===== src/rtl/core/trilinear_volume_sampler_macros.svh =====
// ---------------------------------------------------------------------------
// trilinear volume sampler assertion macros
// shared concurrent assertion forms for the sampler rtl
// ---------------------------------------------------------------------------
`ifndef TRILINEAR_VOLUME_SAMPLER_MACROS_SVH
`define TRILINEAR_VOLUME_SAMPLER_MACROS_SVH

// same-cycle implication, disabled during reset
`define TVS_ASSERT_IMPL(label, clk, rst, ante, cons, msg) \
  label: assert property (@(posedge clk) disable iff (rst) (ante) |-> (cons)) else $error(msg);

// next-cycle implication, disabled during reset
`define TVS_ASSERT_NEXT(label, clk, rst, ante, cons, msg) \
  label: assert property (@(posedge clk) disable iff (rst) (ante) |=> (cons)) else $error(msg);

`endif


===== src/rtl/core/tvs_queue.sv =====
// ---------------------------------------------------------------------------
// tvs_queue
// small register fifo with valid/ready on both sides
// ---------------------------------------------------------------------------
`default_nettype none

module tvs_queue #(
  parameter int WIDTH = 8,
  parameter int DEPTH = 4,
  localparam int PTR_W = $clog2(DEPTH),
  localparam int CNT_W = $clog2(DEPTH + 1)
) (
  input  wire logic             clk,
  input  wire logic             rst,
  input  wire logic             push_valid,
  output logic                  push_ready,
  input  wire logic [WIDTH-1:0] push_data,
  output logic                  pop_valid,
  input  wire logic             pop_ready,
  output logic      [WIDTH-1:0] pop_data
);

  logic [WIDTH-1:0] store [DEPTH];
  logic [PTR_W-1:0] wptr;
  logic [PTR_W-1:0] rptr;
  logic [CNT_W-1:0] count;
  logic             push_ok;
  logic             pop_ok;

  assign push_ready = (count != CNT_W'(DEPTH));
  assign pop_valid  = (count != '0);
  assign pop_data   = store[rptr];
  assign push_ok    = push_valid && push_ready;
  assign pop_ok     = pop_valid && pop_ready;

  always_ff @(posedge clk) begin
    if (rst) begin
      wptr  <= '0;
      rptr  <= '0;
      count <= '0;
    end else begin
      if (push_ok) wptr <= wptr + PTR_W'(1);
      if (pop_ok) rptr <= rptr + PTR_W'(1);
      if (push_ok && !pop_ok) begin
        count <= count + CNT_W'(1);
      end else if (pop_ok && !push_ok) begin
        count <= count - CNT_W'(1);
      end
    end
  end

  always_ff @(posedge clk) begin
    if (push_ok) store[wptr] <= push_data;
  end

endmodule

`default_nettype wire


===== config.mk =====
export PLATFORM = sky130hd
export DESIGN_NAME = tvs_queue
export DESIGN_NICKNAME = d
export VERILOG_FILES = /design/src/rtl/core/trilinear_volume_sampler_macros.svh /design/src/rtl/core/tvs_queue.sv
export SDC_FILE = /design/constraint.sdc
export NUM_CORES = 1
export LEC_CHECK = 0
export BUFFER_PORTS_ARGS = -buffer_cell sky130_fd_sc_hd__buf_4
export CORE_MARGIN = 4
export CORE_UTILIZATION = 45
export DETAILED_ROUTE_END_ITERATION = 10
export GPL_ROUTABILITY_DRIVEN = 0
export GPL_TIMING_DRIVEN = 0
export PLACE_DENSITY = 0.71
export SYNTH_ARGS = -nofsm -noshare
export SYNTH_HDL_FRONTEND = slang
export SYNTH_SLANG_ARGS = --single-unit

===== constraint.sdc =====
create_clock -name clk -period 2.9 [get_ports clk]
set_clock_uncertainty 0.1 [all_clocks]
set_input_delay 0.145 -clock clk [delete_from_list [all_inputs] [get_ports clk]]
set_output_delay 0.145 -clock clk [all_outputs]
set_load 0.1 [all_outputs]

==> results.txt, run 1 <==
- The run finished with clean final reports.
- Clock slew at reported path FFs: 0.11 ns
- DIE WIDTH: 68.33 um
- DR vias/cell: 4.808
* Clk Latency, worst-skew pair: 0.34 ns
* Peak ir drop on the vdd network: 0.5052 mV
* Seq cells post-synth: 41
- Share of layout cells above drive strength 1: 32.54%
* YS warnings: 0
- Post-layout min period: 2.265 ns
* Synthesized instance count: 90
- Cells fill 58.61% of the core in the end.
- Deepest level of the CTS H-tree: 2
- Once detail routing completed, the nets flagged for antenna violations numbered 0.
* Worst Setup Path Type: flip-flop to flip-flop
* Unrepaired setup endpoints after global routing: no
- TritonCTS built the clock tree.
* Post-synthesis area per instance: 18.20 um^2
- Entering global routing, the biggest net connects 14 pins.
- Distinct cells, synth: 23
- In this run, the number of DRC markers left after iteration 0 of detailed routing was 47.
* Root buffer cell: sky130_fd_sc_hd__clkbuf_4
- The worst setup path is captured at a flip-flop.
* Layout area overhead: 22.23%
- Buffers plus inverters on the worst setup path: 1
* Reported leakage power: 0.7325 nW
* Hold Fails Final Rpt: 0
- The worst setup path is launched from a flip-flop.
* Clock tree buffer depth: 2
- The via count of the first global-routing pass was 883.
* Area of the mapped netlist: 1638 um^2
* Seq/Total Area, Yosys: 69.67%
- Global routing consumed, over all layers together, 12.96% of the routing resources.
- Crit path max-delay family: adder cells
- In the final routed layout, each cell accounts on average for 13.92 um.
* GRT Residual Overflow: 0
- The wire-length estimate of the detail-placed layout is 1.678 mm.
- Setup-violating endpoint count in the final report: 0
- Buffers placed on the I/O ports in this run total 20.
* Cell with the largest stage delay on the worst path: sky130_fd_sc_hd__dfxtp_1
- The die covers 4669 um^2.
* Classification of the worst-slack hold path: primary input to flip-flop
* Commonest non-fill, non-tap cell in the layout: sky130_fd_sc_hd__edfxtp_1
* Net count after synthesis: 108
- Measured against its own limit, the worst slew margin works out to 66.54%.
- The routed layout has 827 vias.
* Fmax: 0.4415 GHz
- Data required time of the critical path: 3.08 ns
- The critical path goes through nor2_2, a21boi_4, ha_1, inv_1, fa_1, xor2_1, or3_1, a21oi_1.
- Area of the core region: 3416 um^2
* Top Ports: 22
- Final layout net count: 143
- Max Fanout on Critical Path: 7
- In the finished design, the share of the clock period the worst path needs comes to 78.11%.
- Sinks on Clock Net: 41
- Max Transition Viols Final: 0
- The initial utilization of the core area, before any placement, comes to 47.95%.
- Number of CTS-inserted buffers: 5
- Final antenna diode count: 0
- The top cell types in the final layout, fill and taps aside, are sky130_fd_sc_hd__edfxtp_1 (32), sky130_fd_sc_hd__buf_4 (21), sky130_fd_sc_hd__dfxtp_1 (9).
- Slew of the pin with the lowest slew margin: 0.5019 ns
- For the final routed database, the setup TNS stands at 0 ns.
- The die is 68.33 um tall.
* Count of maximum capacitance violations: 0
* Slowest Stage Delay on Critical Path: 0.50 ns
- Before antenna repair, the detailed router went through 4 iterations.
- At the worst endpoint, the arrival time is 2.44 ns.
- Areal power density over the cells: 1032 nW/um^2
- Antenna violations before repair: 0
- Post-route DRC violation count: 0
- Global-route wire length before repair: 4.105 mm
- Aggregate routed wire length: 2.394 mm
- Row generation in the floorplan step produced 21 rows.
## cells in the mapped netlist (all sizes together)
cell type  count  area, um^2
mux2i          2       20.02
a21boi         1       18.77
fa             1       20.02
nand2b         2       12.51
a21oi          1       5.000
or3            2       13.77
o21ai          1       5.000
clkbuf         2       7.510
o31ai          1       12.51
ha             5       62.56
xor2           4       35.03
o311ai         1       8.760
nand2          1       3.750
edfxtp        32       960.9
mux2           1       15.01
dfxtp          9       180.2
inv            3       11.26
and2           4       25.02
mux4           8       180.2
nor2           8       32.54
buf            1       7.510
## flip-flops by register name, summed over array words and instances (netlist names), named ones only
register,count
rptr,2
store,32
wptr,2
count,3
## kinds of logic (layout without fill, tap and decap cells)
logic type | after synthesis | in the layout | share of synthesized area (%)
flops | 41 | 41 | 69.67
simple gates | 17 | 17 | 5.348
mux | 11 | 11 | 13.14
fa+ha+maj | 6 | 6 | 5.042
buf+inv | 6 | 42 | 1.605
compound gates | 5 | 5 | 3.055
xor+xnor | 4 | 4 | 2.139
## power breakdown
group / switching [mW] / internal [mW]
registers: 0.0510 / 0.722
clock network: 0.170 / 0.181
logic: 0.673 / 0.270
## stage by stage
stage / power, mW / cells / hold slack [ns] / worst slack (ns) / instance area [um^2]
CTS: 2.092 / 172 / 0.03761 / 0.6200 / 2002
global placement: 1.720 / 156 / 0.2446 / 0.7058 / 1846
finish: 2.066 / 172 / 0.04262 / 0.6349 / 2002
global route: 2.180 / 172 / 0.05494 / 0.4527 / 2002
detailed placement: 1.734 / 156 / 0.2506 / 0.6535 / 1846
floorplan: 1.559 / 90 / 0.1439 / 0.8102 / 1638
## per-layer routing
layer	vias up	share of wire [%]	GRT usage [%]
met2	16	53	21.78
met1	398	40	13.73
met5	-	0	0
met3	6	5.3	5.583
li1	407	-	-
met4	0	1.9	6.700
## path summary, 6_finish.rpt
path,startpoint,end,slack [ns],cells after the start
setup / recovery,count[0],count[2],0.63,8
hold / removal,rst,rptr[0],0.04,2
setup reg to reg,count[0],count[2],0.63,8
hold reg to reg,wptr[1],wptr[1],0.42,2
## cell type report
class / instances / area [um^2]
Tap cell: 46 / 57.56
Clock inverter: 2 / 35.03
Clock buffer: 6 / 41.29
Sequential cell: 41 / 1141
Timing Repair Buffer: 28 / 230.2
Fill cell: 282 / 1414
Multi-Input combinational cell: 43 / 470.5
Buffer: 3 / 15.01
Inverter: 3 / 11.26
## repair_timing
| item | CTS | global route |
|---|---|---|
| hold buffers | 8 | 0 |
| setup buffers | 0 | 0 |
| hold endpoints to repair | 32 | 0 |
| resized for setup | 0 | 0 |
No activity file was read; power rests on OpenSTA's default activity.
==> run 2, diff against run 1 <==
--- a/config.mk
+++ b/config.mk
@@ -11,7 +11,7 @@
 export DETAILED_ROUTE_END_ITERATION = 10
 export GPL_ROUTABILITY_DRIVEN = 0
 export GPL_TIMING_DRIVEN = 0
-export PLACE_DENSITY = 0.71
+export PLACE_DENSITY = 0.73
 export SYNTH_ARGS = -nofsm -noshare
 export SYNTH_HDL_FRONTEND = slang
 export SYNTH_SLANG_ARGS = --single-unit
==> constraint.sdc (replaced) <==
create_clock -name clk -period 1.9 [get_ports clk]
set_clock_uncertainty 0.1 [all_clocks]
set_input_delay 0.095 -clock clk [delete_from_list [all_inputs] [get_ports clk]]
set_output_delay 0.095 -clock clk [all_outputs]
set_load 0.1 [all_outputs]
==> run 2 against run 1 <==
The flow now finishes with violations (setup timing). Critical path depth decreased by 1. Count of clock-buffer cells in the layout up 1. Sequential cell count stayed put. Critical path type unchanged. Largest cell class unchanged.
==> results.txt, run 2 (synthesized netlist as in run 1, its figures left out) <==
* Max-slew headroom: 69.29%
* Share of layout cells above drive strength 1: 40.00%
- The first global-routing pass estimated 4.409 mm of wire.
- The initial utilization of the core area, before any placement, comes to 47.95%.
- Startpoint types: flip-flop
- Worst Setup Path Type: flip-flop to flip-flop
- Commonest non-fill, non-tap cells in the layout: sky130_fd_sc_hd__edfxtp_1 (32), sky130_fd_sc_hd__buf_4 (25), sky130_fd_sc_hd__mux4_2 (8), sky130_fd_sc_hd__dlygate4sd3_1 (8), sky130_fd_sc_hd__nor2_1 (7)
- The library cell used most frequently in the layout, excluding fill and tap cells, is sky130_fd_sc_hd__edfxtp_1.
* Post-layout min period: 2.008 ns
* Clock tree from TritonCTS: yes
* GRT Residual Overflow: 0
- Type of destination of the critical path: flip-flop
- Endpoint arrival time on the critical path: 2.19 ns
- Classification of the worst-slack hold path: primary input to flip-flop
* Vias after detailed routing: 885
* Top reg by flops: store
* Slew of the pin with the lowest slew margin: 0.4607 ns
- Setup violations remaining at the end of the flow were counted as 1.
* Cell with the largest stage delay on the worst path: sky130_fd_sc_hd__dfxtp_4
* Reported leakage power: 0.7458 nW
- The count of pins over their slew limit was 0.
- Dividing the detail-routed wire length by the instance count gives 15.18 um.
- Number of cell instances on the worst register-to-register path: 7
- Across the run, the number of max-cap violations was 0.
* ANT nets after route: 0
* Full die area: 4669 um^2
* Cell count along the critical path: 7
- Critical Path, Cell by Cell: o31ai_4, ha_2, inv_2, fa_2, xor2_1, or3_1, a21oi_2
* Clock slew at reported path FFs: 0.12 ns
- The register with the most flip-flops in the layout has 32 of them.
* Worst Hold Depth: 2
- The final layout contains 147 nets.
- Sum of internal, switching and leakage power: 3.134 mW
* DIE WIDTH: 68.33 um
- Setup slack on the critical path of the routed design comes to -0.1082 ns.
* Number of global-route vias before repair: 974
- The largest single stage delay on the critical path is 0.39 ns.
* Worst Setup Slack post-DPL: -0.2040 ns
- Clk Latency, worst-skew pair: 0.34 ns
* Half-perimeter wire length after detailed placement: 1.800 mm
* Post-route DRC violation count: 0
* Clock tree buffer depth: 2
* DR vias/cell: 5.028
* Failing checks: setup timing
* Number of port buffers: 20
* Layout area overhead: 24.98%
- Cell row count: 21
- Dividing the final minimum period by the clock period gives 105.7%.
- In this run the most critical hold path is launched from rst.
- The number of hold violations in the final report is 0.
- For hold timing, the worst endpoint is count[0].
* Maximum number of pins on one net before global-route repair: 13
- The H-tree was split into 2 levels.
- The region available for standard cell placement spans 3416 um^2.
- Sinks on Clock Net: 41
* Number of CTS-inserted buffers: 5
- Aggregate routed wire length: 2.672 mm
* Crit path max-delay family: adder cells
- Regs by FF count: store x32, count x3
- Setup slack of the most critical reg-to-reg path: -0.11 ns
- Worst flop-to-flop path endpoint: count[2]
- Data required time of the critical path: 2.08 ns
* Number of DRC markers in iteration 0: 48
- Final antenna diode count: 0
- Setup repair after global routing could not meet its margin everywhere.
* R2r startpoint: count[2]
* Buffers plus inverters on the worst setup path: 1
* Max Fanout on Critical Path: 7
- From bottom edge to top edge, the die measures 68.33 um.
- Antenna violations before repair: 0
- Peak ir drop on the vdd network: 0.5736 mV
- The first TritonRoute pass finished after 4 iterations.
- Outcome: finished with violations
- Setup total negative slack on the finished layout was measured at -0.1082 ns.
* Fmax: 0.4980 GHz
- Root buffer cell: sky130_fd_sc_hd__clkbuf_4
- Dividing total power by cell area gives a power density of 1531 nW/um^2.
- 22 I/O pins were placed.
- Global-route total usage across every layer: 13.77%
run 2: per-stage QoR:
stage / area [um^2] / hold WS (ns) / cells / utilization [%]
global route: 2047 / 0.07740 / 176 / 59.93
finish: 2047 / 0.03623 / 176 / 59.93
floorplan: 1664 / 0.09387 / 90 / -
CTS: 2033 / 0.02289 / 175 / 59.52
detailed placement: 1872 / 0.1995 / 156 / 54.80
global placement: 1872 / 0.1940 / 156 / 54.80
run 2: what timing repair did:
action	CTS	global route
setup endpoints to repair	9	9
hold buffers	8	0
buffers inserted	4	1
pin swaps	3	2
endpoints found under the hold margin	32	0
gates resized for setup	3	2
run 2: layout make-up:
type | count | area [um^2]
fill | 271 | 1369
sequential | 41 | 1152
multi-input combinational | 43 | 493.0
timing repair buffer | 33 | 267.8
tap | 46 | 57.56
clock buffer | 7 | 45.04
buffer | 2 | 15.01
inverter | 3 | 11.26
clock inverter | 1 | 5.005
run 2: metal layers:
layer  track usage [%]  part of all wire, %
met1             15.17                   39
met3             3.941                  4.5
met4             6.700                  2.2
met5                 0                    0
met2             24.19                   54
run 2: worst reg2reg max path: stages (launching register included):
cell,delay (ns)
sky130_fd_sc_hd__dfxtp_4,0.39
sky130_fd_sc_hd__o31ai_4,0.27
sky130_fd_sc_hd__ha_2,0.22
sky130_fd_sc_hd__inv_2,0.04
sky130_fd_sc_hd__fa_2,0.33
sky130_fd_sc_hd__xor2_1,0.15
sky130_fd_sc_hd__or3_1,0.33
sky130_fd_sc_hd__a21oi_2,0.13
run 2: where the power goes:
group	leakage [nW]	internal, mW	total [mW]	switching, mW
Sequential	0.369	1.11	1.21	0.100
Combinational	0.347	0.476	1.53	1.05
Clock	0.0293	0.144	0.393	0.248
Total	0.746	1.73	3.13	1.40
run 2: worst max-delay path by stage:
stage,from,to,slack (ns)
3_3_place_gp,count[0],count[2],-0.1
6_report,count[2],count[2],-0.11
5_1_grt,count[2],count[2],-0.19
4_1_cts,count[0],count[2],-0.12
3_5_place_dp,count[1],count[2],-0.20
2_1_floorplan,count[1],count[2],-0.02
