### src/rtl/core/trilinear_volume_sampler_macros.svh
// ---------------------------------------------------------------------------
// trilinear volume sampler assertion macros
// shared concurrent assertion forms for the sampler rtl
// ---------------------------------------------------------------------------
`ifndef TRILINEAR_VOLUME_SAMPLER_MACROS_SVH
`define TRILINEAR_VOLUME_SAMPLER_MACROS_SVH

// same-cycle implication, disabled during reset
`define TVS_ASSERT_IMPL(label, clk, rst, ante, cons, msg) \
  label: assert property (@(posedge clk) disable iff (rst) (ante) |-> (cons)) else $error(msg);

// next-cycle implication, disabled during reset
`define TVS_ASSERT_NEXT(label, clk, rst, ante, cons, msg) \
  label: assert property (@(posedge clk) disable iff (rst) (ante) |=> (cons)) else $error(msg);

`endif

### src/rtl/core/tvs_pkg.sv
// ---------------------------------------------------------------------------
// tvs_pkg
// shared types, constants and helpers of the trilinear volume sampler
// ---------------------------------------------------------------------------
`default_nettype none

package tvs_pkg;

  localparam int MAX_DIM_DEF   = 64;
  localparam int FRAC_BITS_DEF = 8;

  // queue depths between front, back and the result port
  localparam int CMD_DEPTH = 4;
  localparam int OUT_DEPTH = 4;

  localparam logic CMD_SAMPLE = 1'b1;

  // configuration port
  localparam int CFG_ADDR_W = 5;
  localparam logic [2:0] REG_SIZE_X     = 3'd0;
  localparam logic [2:0] REG_SIZE_Y     = 3'd1;
  localparam logic [2:0] REG_SIZE_Z     = 3'd2;
  localparam logic [2:0] REG_OUTSIDE_RE = 3'd3;
  localparam logic [2:0] REG_OUTSIDE_IM = 3'd4;
  localparam logic [6:0] SIZE_RESET     = 7'd64;

  typedef struct packed {
    logic               cmd;
    logic [5:0]         vox_x;
    logic [5:0]         vox_y;
    logic [5:0]         vox_z;
    logic signed [15:0] val_re;
    logic signed [15:0] val_im;
    logic signed [15:0] pos_x;
    logic signed [15:0] pos_y;
    logic signed [15:0] pos_z;
  } in_word_t;

  typedef struct packed {
    logic signed [15:0] res_re;
    logic signed [15:0] res_im;
    logic               used_outside;
  } out_word_t;

  typedef struct packed {
    logic [6:0]         size_x;
    logic [6:0]         size_y;
    logic [6:0]         size_z;
    logic signed [15:0] outside_re;
    logic signed [15:0] outside_im;
  } cfg_t;

  typedef enum logic {
    BK_IDLE,
    BK_READ
  } bk_state_t;

  // width of one classified word in the command queue
  function automatic int tvs_item_width(int idx_w, int frac_w);
    return 40 + 9 * idx_w + 3 * frac_w;
  endfunction

endpackage

`default_nettype wire

### src/rtl/core/tvs_front.sv
// ---------------------------------------------------------------------------
// tvs_front
// accepts words, splits coordinates and classifies the eight neighbours
// ---------------------------------------------------------------------------
`default_nettype none

module tvs_front #(
  parameter int MAX_DIM   = tvs_pkg::MAX_DIM_DEF,
  parameter int FRAC_BITS = tvs_pkg::FRAC_BITS_DEF,
  localparam int IDX_W  = $clog2(MAX_DIM),
  localparam int ITEM_W = tvs_pkg::tvs_item_width(IDX_W, FRAC_BITS)
) (
  input  wire logic              clk,
  input  wire logic              rst,
  input  wire logic              item_valid,
  output logic                   item_ready,
  input  wire tvs_pkg::in_word_t item,
  input  wire tvs_pkg::cfg_t     cfg,
  output logic                   push_valid,
  input  wire logic              push_ready,
  output logic      [ITEM_W-1:0] push_data
);

  import tvs_pkg::*;

  typedef struct packed {
    logic                   sample;
    logic                   wr_ok;
    logic [3*IDX_W-1:0]     wr_addr;
    logic [31:0]            wr_data;
    logic [IDX_W-1:0]       ix0;
    logic [IDX_W-1:0]       ix1;
    logic [IDX_W-1:0]       iy0;
    logic [IDX_W-1:0]       iy1;
    logic [IDX_W-1:0]       iz0;
    logic [IDX_W-1:0]       iz1;
    logic [1:0]             in_x;
    logic [1:0]             in_y;
    logic [1:0]             in_z;
    logic [FRAC_BITS-1:0]   fx;
    logic [FRAC_BITS-1:0]   fy;
    logic [FRAC_BITS-1:0]   fz;
  } item_t;

  item_t       f_item;
  item_t       item_next;
  logic        f_valid;
  logic [16:0] x0, x1, y0, y1, z0, z1;

  // floor of a signed fixed-point coordinate, sign-extended by one bit
  function automatic logic [16:0] floor_idx(logic [15:0] pos);
    return 17'($signed(pos) >>> FRAC_BITS);
  endfunction

  function automatic logic in_range(logic [16:0] i, logic [6:0] size);
    return !i[16] && (i < 17'(size)) && (i < 17'(MAX_DIM));
  endfunction

  always_comb begin
    x0 = floor_idx(item.pos_x);
    y0 = floor_idx(item.pos_y);
    z0 = floor_idx(item.pos_z);
    x1 = x0 + 17'd1;
    y1 = y0 + 17'd1;
    z1 = z0 + 17'd1;

    item_next.sample  = (item.cmd == CMD_SAMPLE);
    item_next.wr_ok   = (32'(item.vox_x) < MAX_DIM) && (32'(item.vox_y) < MAX_DIM) &&
                        (32'(item.vox_z) < MAX_DIM);
    item_next.wr_addr = {IDX_W'(item.vox_z), IDX_W'(item.vox_y), IDX_W'(item.vox_x)};
    item_next.wr_data = {item.val_im, item.val_re};
    item_next.ix0     = x0[IDX_W-1:0];
    item_next.ix1     = x1[IDX_W-1:0];
    item_next.iy0     = y0[IDX_W-1:0];
    item_next.iy1     = y1[IDX_W-1:0];
    item_next.iz0     = z0[IDX_W-1:0];
    item_next.iz1     = z1[IDX_W-1:0];
    item_next.in_x    = {in_range(x1, cfg.size_x), in_range(x0, cfg.size_x)};
    item_next.in_y    = {in_range(y1, cfg.size_y), in_range(y0, cfg.size_y)};
    item_next.in_z    = {in_range(z1, cfg.size_z), in_range(z0, cfg.size_z)};
    item_next.fx      = item.pos_x[FRAC_BITS-1:0];
    item_next.fy      = item.pos_y[FRAC_BITS-1:0];
    item_next.fz      = item.pos_z[FRAC_BITS-1:0];
  end

  assign item_ready = !f_valid || push_ready;
  assign push_valid = f_valid;
  assign push_data  = f_item;

  always_ff @(posedge clk) begin
    if (rst) begin
      f_valid <= 1'b0;
    end else if (item_ready) begin
      f_valid <= item_valid;
    end
  end

  always_ff @(posedge clk) begin
    if (item_valid && item_ready) f_item <= item_next;
  end

endmodule

`default_nettype wire

### config.mk
export PLATFORM = sky130hd
export DESIGN_NAME = tvs_front
export DESIGN_NICKNAME = d
export VERILOG_FILES = /design/src/rtl/core/trilinear_volume_sampler_macros.svh /design/src/rtl/core/tvs_pkg.sv /design/src/rtl/core/tvs_front.sv
export SDC_FILE = /design/constraint.sdc
export NUM_CORES = 1
export LEC_CHECK = 0
export ABC_AREA = 1
export ABC_CLOCK_PERIOD_IN_PS = 12080
export BUFFER_PORTS_ARGS = -buffer_cell sky130_fd_sc_hd__buf_2
export CAP_MARGIN = 5
export CORE_MARGIN = 4
export CORE_UTILIZATION = 40
export DETAILED_ROUTE_END_ITERATION = 12
export HOLD_SLACK_MARGIN = 0.1
export PLACE_DENSITY = 0.75
export RECOVER_POWER = 50
export SLEW_MARGIN = 20
export SYNTH_ARGS = -nofsm -noshare
export SYNTH_HDL_FRONTEND = slang
export SYNTH_SLANG_ARGS = --single-unit
### constraint.sdc
create_clock -name clk -period 12.08 [get_ports clk]
set_input_delay 2.416 -clock clk [delete_from_list [all_inputs] [get_ports clk]]
set_output_delay 2.416 -clock clk [all_outputs]
set_load 0.1 [all_outputs]
==> impl_metrics.json, run 1 <==
{
  "yosysTopAreaCell": "edfxtp_1",
  "drive_gt1_share_pct": 41.1,
  "synth.top_cell.area_share_pct": 71.4,
  "syn_nets": 548,
  "crit_path_end_kind": "output port",
  "start_util_pct": 41.0,
  "fin_crit_sh_pct": 45.2,
  "status": "finished, violations left",
  "routed_wirelength_mm": 12.3,
  "crit_type": "input port to output port",
  "grt-ovfl-total": 0,
  "post_cts_buffers": 0,
  "path_clk_slew_ns": 0.06,
  "regToRegSetupSlack_ns": 8.72,
  "numCtsBuffers": 17,
  "setup_viol": 0,
  "max_clock_freq_mhz": 183,
  "path_depth": 4,
  "die_area_um2": 14100,
  "areaGrowthSynthToFinish_pct": 38.9,
  "p_per_area_nw_per_um2": 180,
  "cp-start-kind": "input port",
  "drtIter0Drc": 209,
  "crit_fanout": 2,
  "failed_checks": "capacitance limit, slew limit",
  "worstPathArrival_ns": 3.05,
  "grt_pass1_vias": 3820,
  "final_core_util_pct": 56.9,
  "cts_sinks": 118,
  "ios": 276,
  "final.setup_skew_ns": 0.00522,
  "hp-class": "flip-flop to flip-flop",
  "core_um2": 12000,
  "cts.path.max_buffers": 2,
  "cpMostUsedCell": "buf_2",
  "worstReg2RegStart": "push_valid",
  "ff2ff_path_depth": 2,
  "port_buffers": 242,
  "dr.pass1.iters": 4,
  "num_vias": 3673,
  "htree_levels": 4,
  "wl_per_cell_um": 15.8,
  "ys_types": 26,
  "hold_viol": 0,
  "ir_drop_mv": 0.101,
  "grt_pass1_wl_mm": 19.3,
  "drv_slew": 119,
  "cts_tree": "yes",
  "drc": 0,
  "relSlewSlack_pct": -116,
  "period_needed_ns": 5.46,
  "nets": 810,
  "power.static_leakage_uw": 0.00317,
  "antenna_left": 0,
  "crit_slowest_cell": "buf_2",
  "die_w_um": 119,
  "multi_input_area_um2": 1190,
  "path_cells": "buf_2 > inv_1 > nand2_1 > buf_2",
  "postCtsHoldBufs": 0,
  "fin_tns_setup_ns": 0,
  "critPathLaunch": "push_ready",
  "required_ns": 9.66,
  "async_reset_ff_share_pct": 0,
  "cts-root-buf": "clkbuf_16",
  "die_h_um": 119,
  "antenna_found_initial": 0,
  "critPathCapture": "item_ready",
  "avgSynthCellArea_um2": 13.9,
  "cpLargestDelayFamily": "buffers and inverters",
  "timing.hold.ws_ns": 0.517,
  "gp_congestion": 0.905,
  "rows": 40,
  "synthTopCellsByArea": "edfxtp_1 71%, ha_1 9.9%, nand2_1 4.5%",
  "synth_cells": 353,
  "synthesis.area_um2": 4920,
  "cts_resized": 0,
  "fill_cells": 1026,
  "worstSkewPairLatency_ns": 0.41,
  "worst-path-buf-inv": 3,
  "worst_slew_pin_slew_ns": 3.24,
  "dp_hpwl_mm": 9.57,
  "ys_seq_elements": 118,
  "ys_seq_area_share_pct": 71.8,
  "slowest_delay_ns": 0.43,
  "synth_ff_type": "edfxtp_1",
  "yosysWarnings": 0,
  "rsz0062_at_grt": "no",
  "diodes": 0,
  "vias_per_cell": 4.74,
  "grt.total_usage_pct": 17.6,
  "regArea_um2": 3530,
  "reg2reg_to": "push_data[40]",
  "synth-edff-count": 117,
  "grt_start_max_net_pins": 62,
  "max_cap_violations": 2
}
-- flip-flops by register name, summed over array words and instances (netlist names) --
signal and flops:
push_data 117, push_valid 1
-- area by class of cell --
type / count / area share [%]
Tap cell: 147 / 2.69
Clock inverter: 15 / 1.92
Timing Repair Buffer: 244 / 17.4
Multi-Input combinational cell: 187 / 17.4
Inverter: 47 / 2.58
Clock buffer: 17 / 6.22
Sequential cell: 118 / 51.7
-- cell usage after synthesis, types with 2 or more instances --
cell,n
a211oi_1,2
a21o_1,2
a21oi_1,17
a31oi_1,2
edfxtp_1,117
ha_1,39
inv_1,45
inv_2,2
nand2_1,59
nand2_2,2
nand3_1,16
nand4_1,2
nor2_1,22
nor2_2,2
nor3_1,2
o21ai_0,4
xnor2_1,4
xor2_1,6
-- worst min path at each step --
stage / startpoint / to / depth (start not counted) / slack (ns)
after floorplan: push_valid / push_valid / 2 / 1.65
after global placement: push_valid / push_valid / 2 / 0.53
after detailed placement: push_valid / push_valid / 2 / 0.55
after CTS: push_valid / push_valid / 2 / 0.56
after global routing: push_valid / push_valid / 2 / 0.53
final: push_valid / push_valid / 2 / 0.52
-- layout by cell type, fill, tap and decap left out --
master      instances
ha_1               39
o21ai_0             4
nor3_1              2
a31oi_1             2
bufinv_16           1
nand2_1            60
nand2_2             1
a21oi_1            17
clkbuf_16          17
clkinv_2            3
nand3_1            16
nor3_2              1
conb_1              1
clkinv_4            4
nor2_1             23
clkbuf_1           23
edfxtp_1          117
clkinvlp_4          4
inv_1              47
o21bai_1            1
or2_2               1
nand4_1             2
dfxtp_1             1
buf_2             221
xor2_1              6
inv_6               2
xnor2_1             4
clkinv_1            1
a21o_1              2
a21oi_2             1
nor2_2              2
a211oi_1            2
-- layer usage --
metal / track usage, % / part of all wire [%] / vias to the layer above
met3: 6.55 / 8.6 / 24
met1: 18.7 / 38 / 1692
met5: 0 / 0 / -
met4: 8.62 / 2.5 / 0
li1: - / - / 1771
met2: 30.8 / 51 / 186
-- worst min-delay path: cells and delay by family (launching register included) --
family	cells	cell delay, ns
AND/OR/NAND/NOR	1	0.09
AO/OA/AOI/OAI	1	0.06
flip-flops	1	0.33
-- cell families after synthesis --
logic type / Yosys count / share of synthesized area, %
simple gates: 108 / 9.33
flops: 118 / 71.8
buf+inv: 48 / 3.74
compound gates: 29 / 3.33
xor+xnor: 10 / 1.78
fa+ha+maj: 39 / 9.92
other cells: 1 / 0.0762
-- through the flow --
step / total power (µW) / cell area [µm²] / cells / worst slack, ns
final: 1230 / 6840 / 775 / 6.62
after global routing: 1280 / 6840 / 775 / 6.60
after CTS: 1240 / 6890 / 775 / 6.58
after detailed placement: 775 / 6330 / 743 / 6.59
after global placement: 769 / 6330 / 743 / 6.59
after floorplan: 718 / 4920 / 353 / 3.35
-- power by group --
group          internal, µW  total (µW)  switching [µW]  leakage (µW)
Combinational          45.9         277             231       0.00176
Clock                   282         465             183      0.000263
Sequential              483         488            5.63       0.00114
No activity file was read; power rests on OpenSTA's default activity.
==> inputs of run 2 (changes only) <==
ABC_AREA = 0   (was 1)
ABC_CLOCK_PERIOD_IN_PS = 5400   (was 12080)
clock period = 5.4 ns   (was 12.08 ns; I/O delays follow)
==> run 2 against run 1 <==
The flow now finishes without violations. Worst setup slack worse by 4.2 ns. Sequential cell count stayed put. Non-clock buffer count stayed put. Combinational power is 120% higher. Critical path depth is 5 higher. Utilization is 1.2 points higher. Routed wire length is 3.7% lower. Largest cell class unchanged. Highest routed layer unchanged.
==> impl_metrics.json, run 2 <==
{
  "status": "finished, final reports clean",
  "crit_slowest_cell": "or2_2",
  "power.static_leakage_uw": 0.00296,
  "hold_viol": 0,
  "fin_tns_setup_ns": 0,
  "post_cts_buffers": 0,
  "numCtsBuffers": 17,
  "final_cell_mix": "216 x buf_2, 117 x edfxtp_1, 39 x ha_1",
  "cts_sinks": 118,
  "drtIter0Drc": 181,
  "yosysWarnings": 0,
  "synthTopCellsByArea": "edfxtp_1 74%, ha_1 10%, xor2_1 2.0%",
  "seq_power_share_pct": 39.5,
  "p_int_uw": 1850,
  "critPathLaunch": "item[40]",
  "htree_levels": 4,
  "cts_resized": 0,
  "diodes": 0,
  "drv_slew": 0,
  "synth-simple-area-share_pct": 4.39,
  "path_clk_slew_ns": 0.05,
  "power.switching_uw": 908,
  "critPathCapture": "push_data[29]",
  "dr.pass1.iters": 4,
  "antenna_found_initial": 0,
  "worstPathArrival_ns": 3.21,
  "required_ns": 5.61,
  "core_um2": 11500,
  "fill_cells": 939,
  "num_vias": 3299,
  "vias_per_cell": 4.75,
  "syn_nets": 472,
  "port_buffers": 242,
  "avgSynthCellArea_um2": 17.2,
  "path_depth": 9,
  "setup_viol": 0,
  "postCtsHoldBufs": 0,
  "routed_wirelength_mm": 11.8,
  "drive_gt1_share_pct": 45.5,
  "synth_top_family_by_area": "adder cells",
  "gp_congestion": 0.847,
  "nets": 734,
  "ios": 276,
  "synth_ff_type": "edfxtp_1",
  "worstReg2RegStart": "push_valid",
  "relSlewSlack_pct": 21.8,
  "cpLargestDelayFamily": "simple AND/OR/NAND/NOR gates",
  "die_h_um": 117,
  "layout_commonest_cell": "buf_2",
  "die_area_um2": 13700,
  "rows": 39,
  "ir_drop_mv": 0.163,
  "p_per_area_nw_per_um2": 413,
  "ff2ff_path_depth": 3,
  "combPwrFrac_pct": 22.2,
  "crit_path_end_kind": "flip-flop",
  "synth.most_common_cell": "edfxtp_1",
  "crit_fanout": 7,
  "yosysTopAreaCell": "edfxtp_1",
  "synthesis.area_um2": 4760,
  "synth_xor_area_share_pct": 2.94,
  "max_cap_violations": 0,
  "fin_crit_sh_pct": 55.5,
  "grt_pass1_vias": 3266,
  "reg2reg_to": "push_data[31]",
  "async_reset_ff_share_pct": 0,
  "hp-class": "flip-flop to flip-flop",
  "synth_cells": 277,
  "grt_pass1_wl_mm": 16.3,
  "path_cells": "clkbuf_1 > ha_1 > nand3_1 > or2_2 > xnor2_1 > ha_1 > nor4_1 > a32oi_1 > a311oi_1",
  "slowest_delay_ns": 0.36,
  "clkPwrFrac_pct": 38.3,
  "cp-start-kind": "input port",
  "synth_compound_gate_area_share_pct": 6.13,
  "worst_slew_pin_slew_ns": 1.18,
  "final_core_util_pct": 58.1,
  "swShare_pct": 32.9,
  "synthAdderAreaFrac_pct": 10.3,
  "wl_per_cell_um": 17.0,
  "grt-ovfl-total": 0,
  "dp_hpwl_mm": 9.40,
  "period_needed_ns": 3.00,
  "cts.path.max_buffers": 2,
  "ys_seq_elements": 118,
  "synth.top_cell.area_share_pct": 73.8,
  "netlist_top_cells_count": "117 x edfxtp_1, 39 x ha_1, 23 x inv_1",
  "placedInstanceArea_um2": 6160,
  "areaGrowthSynthToFinish_pct": 40.5,
  "final_cell_area_um2": 6690,
  "synth-edff-count": 117,
  "synthMuxAreaShare_pct": 0,
  "pre_cts_ws_ns": 2.15,
  "ys_seq_area_share_pct": 74.2,
  "grt_start_max_net_pins": 58,
  "start_util_pct": 41.3,
  "worstSkewPairLatency_ns": 0.41,
  "largest_reg_flops": 117,
  "max_clock_freq_mhz": 333,
  "final.setup_skew_ns": 0.00715,
  "die_w_um": 117,
  "regToRegSetupSlack_ns": 3.39,
  "crit_type": "input port to flip-flop",
  "cpMostUsedCell": "ha_1",
  "setup_slack_ns": 2.40,
  "cts_tree": "yes",
  "worst-path-buf-inv": 1,
  "grt.total_usage_pct": 16.0,
  "cts-root-buf": "clkbuf_16",
  "antenna_left": 0,
  "drc": 0,
  "ys_types": 36,
  "rsz0062_at_grt": "no"
}
run 2: cell count changes in the layout (fill, tap and decap cells not counted), moves of 4 or more:
cell,change
a21oi_1,-10
nand2b_1,+4
nor2_1,-16
xor2_1,+5
nand3_1,-10
buf_2,-5
inv_1,-24
clkbuf_1,+4
and3_1,+4
nand2_1,-50
run 2: cell families after synthesis:
family,Yosys count
and+or+nand+nor,40
buffers and inverters,24
AOI/OAI and AO/OA,39
adders and majority gates,39
DFF,118
xor gates and xnor gates,16
other,1
run 2: area by class of cell:
type	count	area, µm²	area share (%)
well taps	143	179	2.68
multi-input cells	135	1130	16.9
clock buffers	18	429	6.42
clock inverters	14	135	2.02
flip-flops and latches	118	3530	52.8
repair buffers	244	1190	17.9
inverters	23	86.3	1.29
run 2: how the worst min path moves through the flow:
stage | start | end | slack, ns | depth (start not counted)
after global placement | push_valid | push_valid | 0.50 | 2
final | push_valid | push_valid | 0.59 | 2
after CTS | push_valid | push_valid | 0.58 | 2
after detailed placement | push_valid | push_valid | 0.57 | 2
after floorplan | rst | push_valid | 1.15 | 1
after global routing | push_valid | push_valid | 0.62 | 2
run 2: stage by stage:
stage	cells	power [µW]	hold slack, ns
2_1_floorplan	277	1590	1.15
3_3_place_gp	663	1710	0.500
3_5_place_dp	663	1730	0.574
4_1_cts	695	2790	0.584
5_1_grt	695	2850	0.620
6_report	695	2760	0.586
run 2: per-layer routing:
metal	vias to the layer above	wire [µm]	GRT usage [%]	part of all wire, %
met2	153	6200	28.3	52
met4	0	166	7.11	1.4
met1	1540	4270	16.7	36
li1	1595	-	-	-
met3	11	1190	6.58	10
met5	-	0	0	0
run 2: worst reg2reg max path: cells and delay by family (launching register included):
kind,cells,cell delay [ns]
flip-flops,1,0.32
buffers and inverters,1,0.53
AND/OR/NAND/NOR,2,0.78
run 2: power by group through the flow:
stage / logic [µW] / clock network (µW) / registers (µW)
floorplan: 85.4 / 0 / 1510
global placement: 608 / 0 / 1110
detailed placement: 618 / 0 / 1110
CTS: 619 / 1080 / 1090
global route: 639 / 1110 / 1090
finish: 612 / 1060 / 1090
==> inputs of run 3 (changes only) <==
ABC_AREA = 1   (was 0)
ABC_CLOCK_PERIOD_IN_PS = 2550   (was 5400)
PLACE_DENSITY = 0.77   (was 0.75)
clock period = 2.55 ns   (was 5.4 ns; I/O delays follow)
==> run 3 against run 2 <==
First-iteration DRC count down 5.0%. Cell area up 3.6%. Cell count up 12%. Global-route usage up 1.7 points. Register-to-register slack worse by 2.8 ns. Highest routed layer is now met5.
==> impl_metrics.json, run 3 (synthesis results as in run 1) <==
{
  "drv_slew": 0,
  "slowest_delay_ns": 0.29,
  "rsz0062_at_grt": "no",
  "path_depth": 12,
  "worstSkewPairLatency_ns": 0.41,
  "cp-start-kind": "input port",
  "relSlewSlack_pct": 35.6,
  "vias_per_cell": 4.79,
  "htree_levels": 4,
  "required_ns": 2.81,
  "cts-root-buf": "clkbuf_16",
  "p_int_uw": 4130,
  "cts_tree": "yes",
  "power.switching_uw": 1940,
  "crit_fanout": 4,
  "crit_path_end_kind": "flip-flop",
  "ir_drop_mv": 0.382,
  "grt_pass1_vias": 3871,
  "path_cells": "clkbuf_1 > ha_1 > nand2_1 > nor2_1 > nand2_1 > nand2_1 > inv_1 > ha_1 > a21o_1 > a31oi_1 > nand3_1 > nor2_1",
  "place_inst": 746,
  "worstPathArrival_ns": 2.30,
  "clkPwrFrac_pct": 40.2,
  "grt_start_max_net_pins": 41,
  "fin_cells": 778,
  "ios": 276,
  "ff2ff_path_depth": 2,
  "crit_slowest_cell": "ha_1",
  "reg2reg_to": "push_data[15]",
  "swShare_pct": 31.9,
  "layout_commonest_cell": "buf_2",
  "wl_per_cell_um": 15.8,
  "drtIter0Drc": 172,
  "worstReg2RegStart": "push_valid",
  "status": "finished, final reports clean",
  "combPwrFrac_pct": 21.7,
  "port_buffers": 242,
  "worst_slew_pin_slew_ns": 0.966,
  "grt_pass1_wl_mm": 19.5,
  "areaGrowthSynthToFinish_pct": 40.9,
  "grt-ovfl-total": 0,
  "postCtsHoldBufs": 0,
  "grt.total_usage_pct": 17.8,
  "gp_congestion": 0.870,
  "die_w_um": 119,
  "hold_viol": 0,
  "dr.pass1.iters": 4,
  "core_um2": 12000,
  "power.static_leakage_uw": 0.00322,
  "hold_end": "push_valid",
  "path_clk_slew_ns": 0.05,
  "fin_crit_sh_pct": 79.7,
  "post_cts_buffers": 0,
  "num_vias": 3724,
  "cts_sinks": 118,
  "largest_reg_flops": 117,
  "final.setup_skew_ns": 0.0102,
  "cpMostUsedCell": "nand2_1",
  "antenna_found_initial": 2,
  "cpLargestDelayFamily": "simple AND/OR/NAND/NOR gates",
  "holdPathStages": 2,
  "die_area_um2": 14100,
  "diodes": 0,
  "p_per_area_nw_per_um2": 875,
  "nets": 813,
  "routed_wirelength_mm": 12.3,
  "regToRegSetupSlack_ns": 0.60,
  "hp-class": "input port to flip-flop",
  "die_h_um": 119,
  "cts.path.max_buffers": 2,
  "start_util_pct": 41.0,
  "cts_resized": 0,
  "antenna_left": 0,
  "crit_type": "input port to flip-flop",
  "final_cell_mix": "224 x buf_2, 117 x edfxtp_1, 60 x nand2_1",
  "drive_gt1_share_pct": 41.8,
  "period_needed_ns": 2.03,
  "numCtsBuffers": 17,
  "drc": 0,
  "dp_hpwl_mm": 9.77,
  "seq_power_share_pct": 38.0,
  "holdCritStartpoint": "rst",
  "rows": 40,
  "worst-path-buf-inv": 2,
  "setup_viol": 0,
  "max_cap_violations": 0,
  "max_clock_freq_mhz": 492,
  "fin_tns_setup_ns": 0
}
[run 3: cell count changes in the layout (fill, tap and decap cells not counted), moves of 5 or more]
cell	before	now
nand2_1	10	60
inv_1	23	45
nor2_1	7	23
nand3_1	6	16
a21oi_1	7	16
buf_2	216	224
clkbuf_1	27	22
xor2_1	11	6
[run 3: through the flow]
step           hold slack (ns)  cell area [µm²]  setup WS, ns  utilization, %  power (µW)
6_report                 0.259             6930         0.517            57.7        6070
5_1_grt                  0.235             6930         0.301            57.7        6310
4_1_cts                  0.226             7000         0.663            58.3        6150
3_5_place_dp             0.512             6390         0.254            53.2        3680
3_3_place_gp             0.496             6390         0.343            53.2        3650
2_1_floorplan            0.569             4940        -0.343               -        3390
[run 3: worst max path at each step]
stage | from | endpoint
floorplan | push_valid | push_data[0]
global placement | item[24] | push_data[27]
detailed placement | item[25] | push_data[27]
CTS | item[24] | push_data[27]
global route | item[25] | push_data[27]
finish | item[25] | push_data[27]
[run 3: power by group through the flow]
| stage | registers [µW] | clock network, µW | logic [µW] |
|---|---|---|---|
| after global routing | 2320 | 2610 | 1390 |
| after global placement | 2340 | 0 | 1310 |
| after floorplan | 3180 | 0 | 209 |
| after CTS | 2310 | 2500 | 1340 |
| after detailed placement | 2340 | 0 | 1340 |
| final | 2310 | 2440 | 1320 |
[run 3: per-layer routing]
layer,vias up,wire (µm),track usage [%]
met1,1715,4680,19.3
li1,1776,-,-
met4,4,371,9.41
met5,-,22,0
met2,192,6090,29.4
met3,37,1140,7.55
[run 3: layout make-up]
| class | instances | area (µm²) |
|---|---|---|
| clock inverter | 13 | 179 |
| sequential | 118 | 3530 |
| multi-input combinational | 187 | 1200 |
| clock buffer | 19 | 433 |
| fill | 994 | 5080 |
| timing repair buffer | 247 | 1210 |
| inverter | 47 | 184 |
| tap | 147 | 184 |
[run 3: worst reg2reg max path, delay by kind of cell (launching register included)]
kind	cells	cell delay (ns)
buf+inv	1	0.83
compound gates	1	0.40
flops	1	0.34
